**src/hdl/utv_pkg.sv**
```systemverilog
// Shared types, constants and the helper function of the UTF-8 text validator.
package utv_pkg;

    localparam int unsigned DataW    = 8;
    localparam int unsigned LenW     = 16;
    localparam int unsigned CountW   = 17;
    localparam int unsigned ScalarW  = 21;
    localparam int unsigned ApbAddrW = 3;
    localparam int unsigned ApbDataW = 32;

    localparam logic [CountW-1:0]  CountMax     = 17'h1FFFF;
    localparam logic [LenW-1:0]    MaxLenReset  = 16'd4096;

    localparam logic [DataW-1:0]   CharDel      = 8'h7F;
    localparam logic [DataW-1:0]   CharSpace    = 8'h20;
    localparam logic [DataW-1:0]   Lead2Lo      = 8'hC2;
    localparam logic [DataW-1:0]   Lead2Hi      = 8'hDF;
    localparam logic [DataW-1:0]   Lead3Lo      = 8'hE0;
    localparam logic [DataW-1:0]   Lead3Hi      = 8'hEF;
    localparam logic [DataW-1:0]   Lead4Lo      = 8'hF0;
    localparam logic [DataW-1:0]   Lead4Hi      = 8'hF4;

    localparam logic [ScalarW-1:0] ScalarMin2   = 21'h00080;
    localparam logic [ScalarW-1:0] ScalarMin3   = 21'h00800;
    localparam logic [ScalarW-1:0] ScalarMin4   = 21'h10000;
    localparam logic [ScalarW-1:0] ScalarMax    = 21'h10FFFF;
    localparam logic [ScalarW-1:0] SurrogateLo  = 21'h0D800;
    localparam logic [ScalarW-1:0] SurrogateHi  = 21'h0DFFF;
    localparam logic [ScalarW-1:0] C1Lo         = 21'h00080;
    localparam logic [ScalarW-1:0] C1Hi         = 21'h0009F;

    // register word index, taken from paddr[2]
    localparam logic RegMaxLength = 1'b0;

    typedef enum logic [1:0] {
        t_min_2byte = 2'd0,
        t_min_3byte = 2'd1,
        t_min_4byte = 2'd2,
        t_min_4alt  = 2'd3
    } t_min_class;

    typedef struct packed {
        logic [DataW-1:0] data_byte;
        logic             last_byte;
    } t_item;

    typedef struct packed {
        logic [CountW-1:0]  byte_count;
        logic [1:0]         bytes_pending;
        logic [ScalarW-1:0] scalar_acc;
        t_min_class         min_class;
        logic               error_seen;
    } t_state;

    function automatic logic [ScalarW-1:0] class_minimum(input t_min_class cls);
        logic [ScalarW-1:0] m;
        unique case (cls)
            t_min_2byte: m = ScalarMin2;
            t_min_3byte: m = ScalarMin3;
            default:     m = ScalarMin4;
        endcase
        return m;
    endfunction

endpackage

```
**src/hdl/utv_cfg_regs.sv**
```systemverilog
// APB configuration register block holding the maximum text length.
module utv_cfg_regs (
    input  logic                            i_clk,
    input  logic                            i_rst_n,
    input  logic                            psel,
    input  logic                            penable,
    input  logic                            pwrite,
    input  logic [utv_pkg::ApbAddrW-1:0]    paddr,
    input  logic [utv_pkg::ApbDataW-1:0]    pwdata,
    output logic [utv_pkg::ApbDataW-1:0]    prdata,
    output logic                            pready,
    output logic [utv_pkg::LenW-1:0]        o_max_length
);

    logic [utv_pkg::LenW-1:0] r_max_length;
    logic                     w_wr;

    assign pready = 1'b1;
    assign w_wr   = psel && penable && pwrite && pready;

    always_ff @(posedge i_clk) begin
        if (!i_rst_n) begin
            r_max_length <= utv_pkg::MaxLenReset;
        end else if (w_wr && (paddr[2] == utv_pkg::RegMaxLength)) begin
            r_max_length <= pwdata[utv_pkg::LenW-1:0];
        end
    end

    always_comb begin
        prdata = '0;
        if (paddr[2] == utv_pkg::RegMaxLength) begin
            prdata[utv_pkg::LenW-1:0] = r_max_length;
        end
    end

    assign o_max_length = r_max_length;

endmodule

```
**src/hdl/utv_checker.sv**
```systemverilog
// Per-text decode state and the one-byte UTF-8 check with verdict.
module utv_checker (
    input  logic                        i_clk,
    input  logic                        i_rst_n,
    input  logic                        i_step,
    input  utv_pkg::t_item              i_item,
    input  logic [utv_pkg::LenW-1:0]    i_max_length,
    output logic                        o_verdict
);

    utv_pkg::t_state          r_state;
    utv_pkg::t_state          n_state;
    utv_pkg::t_state          w_upd;
    logic [utv_pkg::DataW-1:0] w_c;
    logic [utv_pkg::ScalarW-1:0] w_acc;

    assign w_c   = i_item.data_byte;
    assign w_acc = {r_state.scalar_acc[utv_pkg::ScalarW-7:0], w_c[5:0]};

    always_comb begin
        w_upd = r_state;
        if (r_state.byte_count != utv_pkg::CountMax) begin
            w_upd.byte_count = r_state.byte_count + 1'b1;
        end
        if (!r_state.error_seen) begin
            if (r_state.bytes_pending == 2'd0) begin
                if (!w_c[7]) begin
                    if (w_c < utv_pkg::CharSpace || w_c == utv_pkg::CharDel) begin
                        w_upd.error_seen = 1'b1;
                    end
                end else if (w_c >= utv_pkg::Lead2Lo && w_c <= utv_pkg::Lead2Hi) begin
                    w_upd.bytes_pending = 2'd1;
                    w_upd.scalar_acc    = {16'd0, w_c[4:0]};
                    w_upd.min_class     = utv_pkg::t_min_2byte;
                end else if (w_c >= utv_pkg::Lead3Lo && w_c <= utv_pkg::Lead3Hi) begin
                    w_upd.bytes_pending = 2'd2;
                    w_upd.scalar_acc    = {17'd0, w_c[3:0]};
                    w_upd.min_class     = utv_pkg::t_min_3byte;
                end else if (w_c >= utv_pkg::Lead4Lo && w_c <= utv_pkg::Lead4Hi) begin
                    w_upd.bytes_pending = 2'd3;
                    w_upd.scalar_acc    = {18'd0, w_c[2:0]};
                    w_upd.min_class     = utv_pkg::t_min_4byte;
                end else begin
                    w_upd.error_seen = 1'b1;
                end
            end else if (w_c[7:6] != 2'b10) begin
                w_upd.error_seen = 1'b1;
            end else begin
                w_upd.scalar_acc    = w_acc;
                w_upd.bytes_pending = r_state.bytes_pending - 2'd1;
                // check the finished scalar on its closing continuation byte
                if (r_state.bytes_pending == 2'd1) begin
                    if (w_acc < utv_pkg::class_minimum(r_state.min_class) ||
                        w_acc > utv_pkg::ScalarMax ||
                        (w_acc >= utv_pkg::SurrogateLo && w_acc <= utv_pkg::SurrogateHi) ||
                        (w_acc >= utv_pkg::C1Lo && w_acc <= utv_pkg::C1Hi)) begin
                        w_upd.error_seen = 1'b1;
                    end
                end
            end
        end
    end

    assign o_verdict = !w_upd.error_seen && (w_upd.bytes_pending == 2'd0) &&
                       (w_upd.byte_count <= {1'b0, i_max_length});

    always_comb begin
        n_state = r_state;
        if (i_step) begin
            // clear everything after the final byte of a text
            n_state = i_item.last_byte ? '0 : w_upd;
        end
    end

    always_ff @(posedge i_clk) begin
        if (!i_rst_n) begin
            r_state <= '0;
        end else begin
            r_state <= n_state;
        end
    end

endmodule

```
**src/hdl/utf8_text_validator.sv**
```systemverilog
// Streaming UTF-8 text validator: input register, byte checker, verdict register.
//
// Bytes of a text enter one per transfer on the input channel, the final byte marked
// by i_last_byte; a single verdict transfer (o_text_valid) follows each final byte,
// and no other byte produces a result. The block takes one byte per clock: each byte
// sits in the input register while the checker updates its decode state and, for a
// final byte, writes the verdict register, from which the verdict leaves the block.
// Throughput drops below one byte per clock only while a verdict waits in the output
// register and the next final byte needs that slot.
// The maximum length register sits at byte address 0 of the APB port and resets to
// 4096; write it only while no text is in flight.
module utf8_text_validator (
    input  logic                            i_clk,
    input  logic                            i_rst_n,
    input  logic                            i_valid,
    output logic                            o_stall,
    input  logic [utv_pkg::DataW-1:0]       i_data_byte,
    input  logic                            i_last_byte,
    output logic                            o_valid,
    input  logic                            i_stall,
    output logic                            o_text_valid,
    input  logic                            psel,
    input  logic                            penable,
    input  logic                            pwrite,
    input  logic [utv_pkg::ApbAddrW-1:0]    paddr,
    input  logic [utv_pkg::ApbDataW-1:0]    pwdata,
    output logic [utv_pkg::ApbDataW-1:0]    prdata,
    output logic                            pready
);

    logic                       r_in_valid;
    utv_pkg::t_item             r_in;
    logic                       r_out_valid;
    logic                       r_out_text_valid;
    logic [utv_pkg::LenW-1:0]   w_max_length;
    logic                       w_verdict;
    logic                       w_out_free;
    logic                       w_move;
    logic                       w_accept;

    utv_cfg_regs u_cfg (
        .i_clk        (i_clk),
        .i_rst_n      (i_rst_n),
        .psel         (psel),
        .penable      (penable),
        .pwrite       (pwrite),
        .paddr        (paddr),
        .pwdata       (pwdata),
        .prdata       (prdata),
        .pready       (pready),
        .o_max_length (w_max_length)
    );

    utv_checker u_chk (
        .i_clk        (i_clk),
        .i_rst_n      (i_rst_n),
        .i_step       (w_move),
        .i_item       (r_in),
        .i_max_length (w_max_length),
        .o_verdict    (w_verdict)
    );

    // a non-final byte never needs the output slot
    assign w_out_free = !r_out_valid || !i_stall;
    assign w_move     = r_in_valid && (!r_in.last_byte || w_out_free);
    assign o_stall    = r_in_valid && !w_move;
    assign w_accept   = i_valid && !o_stall;

    always_ff @(posedge i_clk) begin
        if (!i_rst_n) begin
            r_in_valid <= 1'b0;
        end else if (w_accept) begin
            r_in_valid <= 1'b1;
        end else if (w_move) begin
            r_in_valid <= 1'b0;
        end
    end

    always_ff @(posedge i_clk) begin
        if (w_accept) begin
            r_in.data_byte <= i_data_byte;
            r_in.last_byte <= i_last_byte;
        end
    end

    always_ff @(posedge i_clk) begin
        if (!i_rst_n) begin
            r_out_valid <= 1'b0;
        end else if (w_move && r_in.last_byte) begin
            r_out_valid <= 1'b1;
        end else if (!i_stall) begin
            r_out_valid <= 1'b0;
        end
    end

    always_ff @(posedge i_clk) begin
        if (w_move && r_in.last_byte) begin
            r_out_text_valid <= w_verdict;
        end
    end

    assign o_valid      = r_out_valid;
    assign o_text_valid = r_out_text_valid;

    a_final_gives_result: assert property (@(posedge i_clk) disable iff (!i_rst_n)
        (w_move && r_in.last_byte) |=> o_valid)
        else $error("final byte did not load a verdict");

    a_stall_needs_item: assert property (@(posedge i_clk) disable iff (!i_rst_n)
        !r_in_valid |-> !o_stall)
        else $error("input stalled with empty input register");

    a_result_from_final: assert property (@(posedge i_clk) disable iff (!i_rst_n)
        $rose(o_valid) |-> $past(w_move && r_in.last_byte))
        else $error("verdict appeared without a final byte");

endmodule

```
**config.mk**
```make
export PLATFORM = sky130hd
export DESIGN_NAME = utf8_text_validator
export DESIGN_NICKNAME = d
export VERILOG_FILES = /design/src/hdl/utv_pkg.sv /design/src/hdl/utv_cfg_regs.sv /design/src/hdl/utv_checker.sv /design/src/hdl/utf8_text_validator.sv
export SDC_FILE = /design/constraint.sdc
export NUM_CORES = 1
export LEC_CHECK = 0
export BUFFER_PORTS_ARGS = -buffer_cell sky130_fd_sc_hd__clkbuf_2
export CAP_MARGIN = 20
export CORE_ASPECT_RATIO = 0.6
export CORE_UTILIZATION = 49
export DETAILED_ROUTE_END_ITERATION = 10
export PLACE_DENSITY = 0.74
export SETUP_SLACK_MARGIN = 0.02
export SLEW_MARGIN = 15
export SYNTH_ARGS = -nofsm -noshare
export SYNTH_HDL_FRONTEND = slang
export SYNTH_SLANG_ARGS = --single-unit
export TNS_END_PERCENT = 30
```
**constraint.sdc**
```tcl
create_clock -name i_clk -period 7.4 [get_ports i_clk]
set_clock_uncertainty 0.2 [all_clocks]
set_input_delay 0 -clock i_clk [delete_from_list [all_inputs] [get_ports i_clk]]
set_output_delay 0 -clock i_clk [all_outputs]
set_load 0.01 [all_outputs]
```
==> results of run 1 <==
[cells in the final DEF (no fill, tap or decap), types with 3 or more instances in the layout]
master and instances:
nand4_1 12, or3_1 7, clkbuf_16 9, dlygate4sd3_1 28, and3_1 5, nor3_1 6, conb_1 17, and2_1 3
o31ai_1 6, clkbuf_2 51, ha_1 21, edfxtp_1 10, nand3_1 31, inv_1 26, xnor2_1 11, nand2b_1 3
a31oi_1 3, o21ai_1 3, nor4_1 4, o22ai_1 3, nor2_1 30, o211ai_1 3, dfxtp_1 55, a21oi_1 32
a22o_1 5, nor2b_1 6, a2111oi_0 3, o21ai_0 30, nand2_1 65
[state kept, by name (all words and copies together) (netlist names)]
signal / cells
r_in_valid: 1
o_valid: 1
u_cfg.o_max_length: 16
o_text_valid: 1
r_in: 9
u_chk.r_state: 37
[logic make-up (layout without fill, tap and decap cells)]
kind of cell             after synthesis  in the layout
flip-flops                            65             65
AND/OR/NAND/NOR                      189            189
AO/OA/AOI/OAI                        108            108
XOR/XNOR                              13             13
buffers and inverters                 66            123
adder cells (fa/ha/maj)               21             21
other                                  2             17
multiplexers                           1              1
[cell type report]
cell class	count	share of cell area, %
Tap cell	104	2.863
Inverter	27	2.230
Clock buffer	10	5.037
Clock inverter	6	1.294
Multi-Input combinational cell	349	45.80
Sequential cell	65	30.83
Timing Repair Buffer	80	11.95
[power breakdown]
part           switching, uW  leakage [uW]  internal (uW)
Sequential              8.03      0.000542            366
Combinational           41.4       0.00112           30.7
Clock                    154      0.000136            258
Total                    204       0.00179            655
[per-layer routing]
metal  wire, um  track usage [%]  part of all wire [%]  vias to the layer above
met2       3939            37.35                    42                      133
met4         99            7.792                   1.1                        0
li1           -                -                     -                     1749
met3        782            6.771                   8.4                       11
met1       4489            36.24                    48                     1613
met5          0                0                     0                        -
[worst max path at each step]
stage / startpoint / end / cells after the start
after CTS: u_chk.r_state[26]$_SDFFE_PN0P_ / o_text_valid$_DFFE_PP_ / 13
after global placement: u_chk.r_state[26]$_SDFFE_PN0P_ / o_text_valid$_DFFE_PP_ / 13
after global routing: u_chk.r_state[34]$_SDFFE_PN0P_ / o_text_valid$_DFFE_PP_ / 11
final: u_chk.r_state[26]$_SDFFE_PN0P_ / o_text_valid$_DFFE_PP_ / 13
after floorplan: u_chk.r_state[27]$_SDFFE_PN0P_ / o_text_valid$_DFFE_PP_ / 14
after detailed placement: u_chk.r_state[26]$_SDFFE_PN0P_ / o_text_valid$_DFFE_PP_ / 13
[stage by stage]
stage,util (%),setup slack [ns],std cells,hold slack (ns),power [uW]
after detailed placement,54.06,3.662,597,-0.02139,440.0
after CTS,61.79,3.496,641,0.03153,862.6
after floorplan,-,4.178,480,-0.1011,425.6
final,61.79,3.420,641,0.03969,858.8
after global routing,61.79,3.160,641,0.06769,886.6
after global placement,54.06,3.693,597,-0.02321,438.3
==> run_results.csv, run 1 <==
group,metric,value,unit
critical_path,worstPathRequired,7.36,ns
yosys,synthTopCellsByCount,"65 x nand2_1, 55 x dfxtp_1, 32 x a21oi_1, 31 x nand3_1, 31 x o21ai_0",
clocking,clock_sinks,65,
sta,finalHoldViolCount,0,
critical_path,crit_path_cell_trace,"ha_1 -> and2_1 -> nand4_4 -> or4_4 -> nand3_1 -> o21a_1 -> ha_1 -> a21o_1 -> nand3_1 -> a21oi_1 -> a2111oi_0 -> nand2_1 -> a211oi_1",
yosys,ys.flop_type,"dfxtp_1",
detailed_routing,dr.pass1.iters,5,
yosys,synthMuxAreaShare,0.2992,%
critical_path,cp.arrival,3.94,ns
global_route,grt_util_all_layers,25.42,%
clocking,postCtsHoldBufs,28,
yosys,synthAdderAreaFrac,6.981,%
yosys,synth_edf_count,10,
global_route,grt_start_max_net_pins,31,
worst_hold_path,min_path_type,"in2reg",
clocking,clk_latency,0.33,ns
clocking,ctsResizeCount,0,
yosys,syn-cell-area,3764,um^2
clocking,cts_tree,"done",
yosys,synth_compound_area_share,18.05,%
floorplanning,dieArea,8047,um^2
critical_path,slowest_stage,"a2111oi_0",
sta,setup_viol,0,
critical_path,rr_endpoint,"o_text_valid$_DFFE_PP_",
place,port_buffers,51,
sta,rsz0062_at_grt,"no",
yosys,ys_ff_latch,65,
power_and_ir_drop,p_per_area,188.9,nW/um^2
floorplanning,die_w,115.1,um
floorplanning,coreArea,7357,um^2
global_route,grt_first_pass_wirelength,15.81,mm
run_status,status,"finished clean",
detailed_routing,vias,3506,
global_route,antenna_found_initial,0,
finish,seqCellArea,1401,um^2
yosys,synth_simple_gate_area_share,25.27,%
yosys,syn_avg_cell_area,8.094,um^2
critical_path,r2r_setup_slack,3.42,ns
clocking,path_clk_slew,0.05,ns
critical_path,cp-start-kind,"flop",
global_route,first_global_vias,3340,
worst_hold_path,holdPathEnd,"u_cfg.o_max_length[12]$_SDFFE_PN1P_",
yosys,yosys.area_share.xor_xnor,3.025,%
critical_path,critical_path.max_fanout,13,
sta,slew_headroom,42.94,%
yosys,yosys.area.top_type,"dfxtp_1",
floorplanning,start_util,51.16,%
sta,tns,0,ns
finish,fillCellCount,607,
sta,min_period,3.980,ns
critical_path,endpoint_kind,"flop",
power_and_ir_drop,ir_worst_vdd,0.0001204,V
critical_path,critical-path-top-delay-family,"simple AND/OR/NAND/NOR gates",
worst_hold_path,hold_path_depth,2,
global_route,grt.overflow.total,0,
floorplanning,rows,24,
yosys,yosysWarnings,0,
worst_hold_path,hp-start,"i_rst_n",
yosys,yosysMostFrequentCell,"nand2_1",
place,dpl.hpwl,6.600,mm
detailed_routing,routedWlPerCell,14.52,um
floorplanning,io_pins,87,
critical_path,crit_type,"reg2reg",
yosys,syn_inst,465,
finish,synthToLayoutAreaGrowth,20.78,%
yosys,ys_types,62,
clocking,clockBufferDepth,2,
sta,max_freq,251.3,MHz
critical_path,critPathMaxStageDelay,0.62,ns
clocking,post-cts-setup-buffers,0,
yosys,synth_top_area_share,29.26,%
power_and_ir_drop,p_leak,0.001793,uW
yosys,ys_async_sr_fraction,0,%
finish,multi_input_area,2082,um^2
place,place_area,3978,um^2
sta,maxSlewViolCount,0,
finish,diodes,0,
yosys,synthTopCellsByArea,"dfxtp_1 29%, edfxtp_1 8.0%, ha_1 7.0%",
clocking,cts_root_buffer,"clkbuf_16",
floorplanning,chipHeight,69.89,um
critical_path,r2r_start,"u_chk.r_state[26]$_SDFFE_PN0P_",
detailed_routing,vias_per_cell,5.470,
finish,drive_above_1_share,14.71,%
critical_path,reg2regPathDepth,13,
yosys,synth_top_family_by_area,"simple AND/OR/NAND/NOR gates",
sta,fin_crit_sh,53.78,%
detailed_routing,drc,0,
finish,fin_area,4546,um^2
finish,layout.nets,604,
critical_path,path_buf_inv,0,
sta,tightestPinTransition,0.8488,ns
detailed_routing,drt-total-wl,9.310,mm
yosys,ys_seq_area_share,37.23,%
clocking,htreeDepth,3,
job,drv_cap,0,
detailed_routing,drt_iter0_drc,313,
place,routabilityCongestion,0.8794,
clocking,cts-buffers-inserted,9,
detailed_routing,drtAntennaViolNets,0,
Note: power is estimated with default switching activity, not from simulation.
==> inputs of run 2 (changes only) <==
--- a/config.mk
+++ b/config.mk
@@ -10,7 +10,7 @@
 export CORE_ASPECT_RATIO = 0.6
 export CORE_UTILIZATION = 49
 export DETAILED_ROUTE_END_ITERATION = 10
-export PLACE_DENSITY = 0.74
+export PLACE_DENSITY = 0.77
 export SETUP_SLACK_MARGIN = 0.02
 export SLEW_MARGIN = 15
 export SYNTH_ARGS = -nofsm -noshare
==> constraint.sdc (replaced) <==
create_clock -name i_clk -period 3.44 [get_ports i_clk]
set_clock_uncertainty 0.2 [all_clocks]
set_input_delay 0 -clock i_clk [delete_from_list [all_inputs] [get_ports i_clk]]
set_output_delay 0 -clock i_clk [all_outputs]
set_load 0.01 [all_outputs]
==> run 2 against run 1 <==
Worst setup slack got worse by 3.3 ns. Count of clock-buffer cells in the layout rose by 1. Flip-flop and latch count did not move. Critical path type unchanged. Largest cell class unchanged.
==> run_results.csv, run 2 (same netlist as run 1, synthesis figures left out) <==
group,metric,value,unit
sta,fin_crit_sh,96.89,%
detailed_routing,vias,3661,
critical_path,worstPathRequired,3.41,ns
power_and_ir_drop,p_per_area,409.3,nW/um^2
place,dp_slack,-0.1321,ns
critical_path,reg2regPathDepth,13,
floorplanning,dieArea,8047,um^2
global_route,grt_start_max_net_pins,31,
finish,largest_register_ffs,37,
global_route,first_global_vias,3338,
clocking,clockBufferDepth,2,
floorplanning,chipHeight,69.89,um
critical_path,slowest_stage,"a2111oi_4",
place,dpl.hpwl,6.899,mm
global_route,grt.overflow.total,0,
detailed_routing,routedWlPerCell,14.80,um
floorplanning,io_pins,87,
power_and_ir_drop,p_leak,0.001917,uW
clocking,clock_sinks,65,
place,port_buffers,51,
finish,diodes,0,
sta,setup_ws,0.1069,ns
global_route,antenna_found_initial,0,
clocking,cts_root_buffer,"clkbuf_16",
global_route,grt_first_pass_wirelength,16.18,mm
finish,final_cell_mix,"65 x nand2_1, 51 x clkbuf_2, 50 x dfxtp_1, 32 x a21oi_1, 31 x nand3_1",
run_status,status,"finished clean",
detailed_routing,drtAntennaViolNets,0,
job,drv_cap,0,
clocking,cts-buffers-inserted,9,
sta,rsz0062_at_grt,"no",
sta,tightestPinTransition,0.8517,ns
critical_path,startpoint,"u_chk.r_state[36]$_SDFFE_PN0P_",
detailed_routing,dr.pass1.iters,5,
clocking,cts_tree,"done",
worst_hold_path,hp-start,"i_rst_n",
detailed_routing,vias_per_cell,5.547,
finish,fin_cells,660,
finish,final_common_cell,"nand2_1",
sta,maxSlewViolCount,0,
clocking,clk_latency,0.34,ns
critical_path,endpoint_kind,"flop",
finish,layout.nets,623,
sta,min_period,3.333,ns
sta,finalHoldViolCount,0,
finish,drive_above_1_share,19.24,%
finish,multi_input_area,2126,um^2
critical_path,cp.arrival,3.31,ns
place,dp_cells,611,
critical_path,cp-start-kind,"flop",
power_and_ir_drop,ir_worst_vdd,0.0003088,V
place,routabilityCongestion,0.9162,
detailed_routing,drt_iter0_drc,354,
clocking,path_clk_slew,0.05,ns
finish,fillCellCount,618,
detailed_routing,drc,0,
critical_path,critical_path.max_fanout,5,
detailed_routing,drt-total-wl,9.768,mm
worst_hold_path,min_path_type,"in2reg",
finish,synthToLayoutAreaGrowth,27.06,%
sta,max_freq,300.0,MHz
sta,slew_headroom,43.01,%
critical_path,critPathMaxStageDelay,0.43,ns
global_route,grt_util_all_layers,26.09,%
floorplanning,start_util,51.16,%
floorplanning,coreArea,7357,um^2
clocking,htreeDepth,3,
floorplanning,rows,24,
finish,seqCellArea,1410,um^2
critical_path,crit_path_cell_trace,"nand4_1 -> nor3_2 -> buf_4 -> a211oi_4 -> buf_4 -> nand2_2 -> xnor2_1 -> ha_1 -> a21oi_1 -> nand2_1 -> a2111oi_4 -> nand2_1 -> a211oi_2",
floorplanning,die_w,115.1,um
critical_path,r2r_start,"u_chk.r_state[36]$_SDFFE_PN0P_",
worst_hold_path,hold_path_depth,2,
finish,top_register,"u_chk.r_state",
sta,setup_viol,0,
critical_path,crit_type,"reg2reg",
[run 2: repair_timing]
action,4_1_cts,5_1_grt
buffers inserted,0,4
pin swaps,0,6
hold buffers,29,0
endpoints found under the setup margin,1,1
resized for setup,2,13
endpoints found under the hold margin,36,0
[run 2: layout make-up]
class,count,share of cell area (%)
inverter,27,2.119
multi-input combinational,349,44.45
timing repair buffer,99,14.50
clock buffer,11,5.076
clock inverter,5,1.648
sequential,65,29.49
tap,104,2.721
[run 2: per-layer routing]
layer | global-route usage [%] | vias up | routed length (um) | share of wire (%)
met1 | 38.52 | 1711 | 4790 | 49
met4 | 7.215 | 0 | 96 | 0.98
li1 | - | 1794 | - | -
met5 | 0 | - | 0 | 0
met2 | 37.08 | 145 | 4116 | 42
met3 | 6.944 | 11 | 765 | 7.8
[run 2: where the power goes]
part | switching (uW) | internal, uW | total, uW
Combinational | 92.3 | 69.1 | 161
Clock | 340 | 653 | 993
Sequential | 16.7 | 787 | 804
Total | 449 | 1510 | 1960
[run 2: critical path, delay by kind of cell (launching register included)]
family | cells | cell delay, ns
AND/OR/NAND/NOR | 5 | 0.65
adder cells (fa/ha/maj) | 1 | 0.29
buffers and inverters | 2 | 0.36
flip-flops | 1 | 0.35
AO/OA/AOI/OAI | 4 | 1.14
XOR/XNOR | 1 | 0.18
[run 2: final timing paths]
kind	to	slack, ns
max	o_text_valid$_DFFE_PP_	0.11
min	u_chk.r_state[0]$_SDFFE_PN0P_	0.05
max reg2reg	o_text_valid$_DFFE_PP_	0.11
min reg2reg	u_cfg.o_max_length[4]$_SDFFE_PN0P_	0.25
[run 2: through the flow]
stage | utilization, % | total power (uW) | hold WS [ns] | TNS (ns) | area, um^2
6_report | 65.00 | 1958 | 0.04695 | 0 | 4782
4_1_cts | 63.89 | 1958 | 0.03302 | 0 | 4701
2_1_floorplan | - | 915.5 | -0.1011 | 0 | 3820
3_5_place_dp | 55.49 | 948.3 | -0.02139 | -0.1321 | 4083
3_3_place_gp | 55.49 | 944.4 | -0.02318 | 0 | 4083
5_1_grt | 65.00 | 2018 | 0.08094 | 0 | 4782
==> inputs of run 3 (changes only) <==
--- a/config.mk
+++ b/config.mk
@@ -10,6 +10,7 @@
 export CORE_ASPECT_RATIO = 0.6
 export CORE_UTILIZATION = 49
 export DETAILED_ROUTE_END_ITERATION = 10
+export HOLD_SLACK_MARGIN = 0.08
 export PLACE_DENSITY = 0.77
 export SETUP_SLACK_MARGIN = 0.02
 export SLEW_MARGIN = 15
==> run 3 against run 2 <==
Combinational power about the same. Final cell count increased by 0.15%. Worst hold slack improved by 0.13 ns. Flip-flop and latch count unchanged. Critical path type unchanged. Highest routed layer unchanged.
==> run_results.csv, run 3 (same netlist as run 1, synthesis figures left out) <==
group,metric,value,unit
place,routabilityCongestion,0.9162,
run_status,status,"finished clean",
critical_path,slowest_stage,"a2111oi_4",
detailed_routing,routedWlPerCell,14.96,um
power_and_ir_drop,p_total,1957,uW
critical_path,startpoint,"u_chk.r_state[36]$_SDFFE_PN0P_",
power_and_ir_drop,p_leak,0.001921,uW
place,dp_slack,-0.1321,ns
sta,fin_crit_sh,96.42,%
clocking,cts-buffers-inserted,9,
finish,layout.nets,624,
detailed_routing,drt_iter0_drc,408,
sta,maxSlewViolCount,0,
job,drv_cap,0,
clocking,cts_root_buffer,"clkbuf_16",
clocking,path_clk_slew,0.05,ns
critical_path,endpoint_kind,"flop",
critical_path,r2r_start,"u_chk.r_state[36]$_SDFFE_PN0P_",
finish,top_register,"u_chk.r_state",
sta,rsz0062_at_grt,"no",
sta,setup_ws,0.1233,ns
floorplanning,dieArea,8047,um^2
clocking,clk_latency,0.34,ns
power_and_ir_drop,p_per_area,408.3,nW/um^2
global_route,grt_first_pass_wirelength,16.26,mm
finish,drive_above_1_share,19.21,%
sta,max_freq,301.5,MHz
global_route,grt.overflow.total,0,
global_route,first_global_vias,3356,
detailed_routing,dr.pass1.iters,5,
finish,largest_register_ffs,37,
detailed_routing,drtAntennaViolNets,0,
place,place_area,4083,um^2
clocking,htreeDepth,3,
sta,slew_headroom,41.12,%
floorplanning,io_pins,87,
sta,min_period,3.317,ns
critical_path,cp.arrival,3.29,ns
critical_path,crit_path_cell_trace,"nand4_1 -> nor3_2 -> buf_4 -> a211oi_4 -> nand4_1 -> xnor2_1 -> ha_1 -> a21oi_1 -> nand2_1 -> a2111oi_4 -> nand2_1 -> a211oi_2",
floorplanning,die_w,115.1,um
sta,tightestPinTransition,0.8799,ns
detailed_routing,vias,3686,
floorplanning,start_util,51.16,%
clocking,clock_sinks,65,
critical_path,rr_endpoint,"o_text_valid$_DFFE_PP_",
global_route,antenna_found_initial,0,
sta,setup_viol,0,
clocking,cts_tree,"done",
global_route,grt_start_max_net_pins,31,
finish,final_util,65.14,%
clocking,clockBufferDepth,2,
floorplanning,chipHeight,69.89,um
sta,tns,0,ns
finish,synthToLayoutAreaGrowth,27.33,%
floorplanning,rows,24,
critical_path,cp-start-kind,"flop",
global_route,grt_util_all_layers,26.24,%
critical_path,worstPathRequired,3.41,ns
finish,final_cell_mix,"65 x nand2_1, 51 x clkbuf_2, 50 x dfxtp_1, 32 x a21oi_1, 31 x nand3_1",
finish,final_common_cell,"nand2_1",
critical_path,reg2regPathDepth,12,
detailed_routing,drc,0,
critical_path,r2r_setup_slack,0.12,ns
place,port_buffers,51,
detailed_routing,vias_per_cell,5.576,
floorplanning,coreArea,7357,um^2
finish,diodes,0,
detailed_routing,drt-total-wl,9.886,mm
place,dpl.hpwl,6.899,mm
critical_path,crit_type,"reg2reg",
critical_path,critical_path.max_fanout,5,
power_and_ir_drop,ir_worst_vdd,0.0003089,V
sta,finalHoldViolCount,0,
finish,fin_area,4792,um^2
critical_path,crit_path_end,"o_text_valid$_DFFE_PP_",
worst_hold_path,min_path_type,"in2reg",
critical_path,critPathMaxStageDelay,0.37,ns
==> run 3: worst max-delay path: cells and delay by family, from the launching register on <==
| family | cells | cell delay, ns |
|---|---|---|
| fa+ha+maj | 1 | 0.31 |
| simple gates | 5 | 0.84 |
| buf+inv | 1 | 0.15 |
| flops | 1 | 0.35 |
| compound gates | 4 | 1.12 |
| xor+xnor | 1 | 0.19 |
==> run 3: worst min-delay path by stage <==
stage | startpoint | endpoint | slack, ns | cells past startpoint
global route | i_data_byte[0] | r_in[1]$_DFFE_PP_ | 0.19 | 2
floorplan | i_last_byte | r_in[0]$_DFFE_PP_ | -0.10 | 0
global placement | i_data_byte[7] | r_in[8]$_DFFE_PP_ | -0.02 | 1
finish | penable | u_cfg.o_max_length[15]$_SDFFE_PN0P_ | 0.18 | 4
CTS | penable | u_cfg.o_max_length[8]$_SDFFE_PN0P_ | 0.17 | 4
detailed placement | i_data_byte[1] | r_in[2]$_DFFE_PP_ | -0.02 | 1
==> run 3: routing by layer <==
metal | vias up | part of all wire [%] | routed length [um] | GRT usage (%)
li1 | 1788 | - | - | -
met1 | 1720 | 48 | 4729 | 38.52
met2 | 165 | 42 | 4200 | 37.55
met3 | 13 | 8.6 | 855 | 7.031
met4 | 0 | 1.0 | 101 | 7.215
met5 | - | 0 | 0 | 0
==> run 3: timing repair <==
item                                    4_1_cts  5_1_grt
buffers inserted                              0        4
resized for setup                             2       13
pin swaps                                     0        6
hold buffers                                 30        0
endpoints found under the setup margin        1        1
gates cloned                                  0        0
hold endpoints to repair                     53        0
==> run 3: layout make-up <==
class / instances / area, um^2
fillers: 617 / 2565
inverters: 27 / 101.3
well taps: 104 / 130.1
multi-input cells: 349 / 2126
clock inverters: 5 / 78.83
repair buffers: 100 / 703.2
flip-flops and latches: 65 / 1410
clock buffers: 11 / 242.7
==> run 3: where the power goes <==
part	total (uW)	switching (uW)	internal (uW)	leakage (uW)
Combinational	163	93.2	69.8	0.00122
Sequential	804	16.7	787	0.000544
Clock	990	338	652	0.000159
Total	1960	447	1510	0.00192
==> run 3: metrics by stage <==
stage | hold WS [ns] | cells
after floorplan | -0.1011 | 480
after global placement | -0.02318 | 611
after detailed placement | -0.02139 | 611
after CTS | 0.1665 | 657
after global routing | 0.1946 | 661
final | 0.1757 | 661
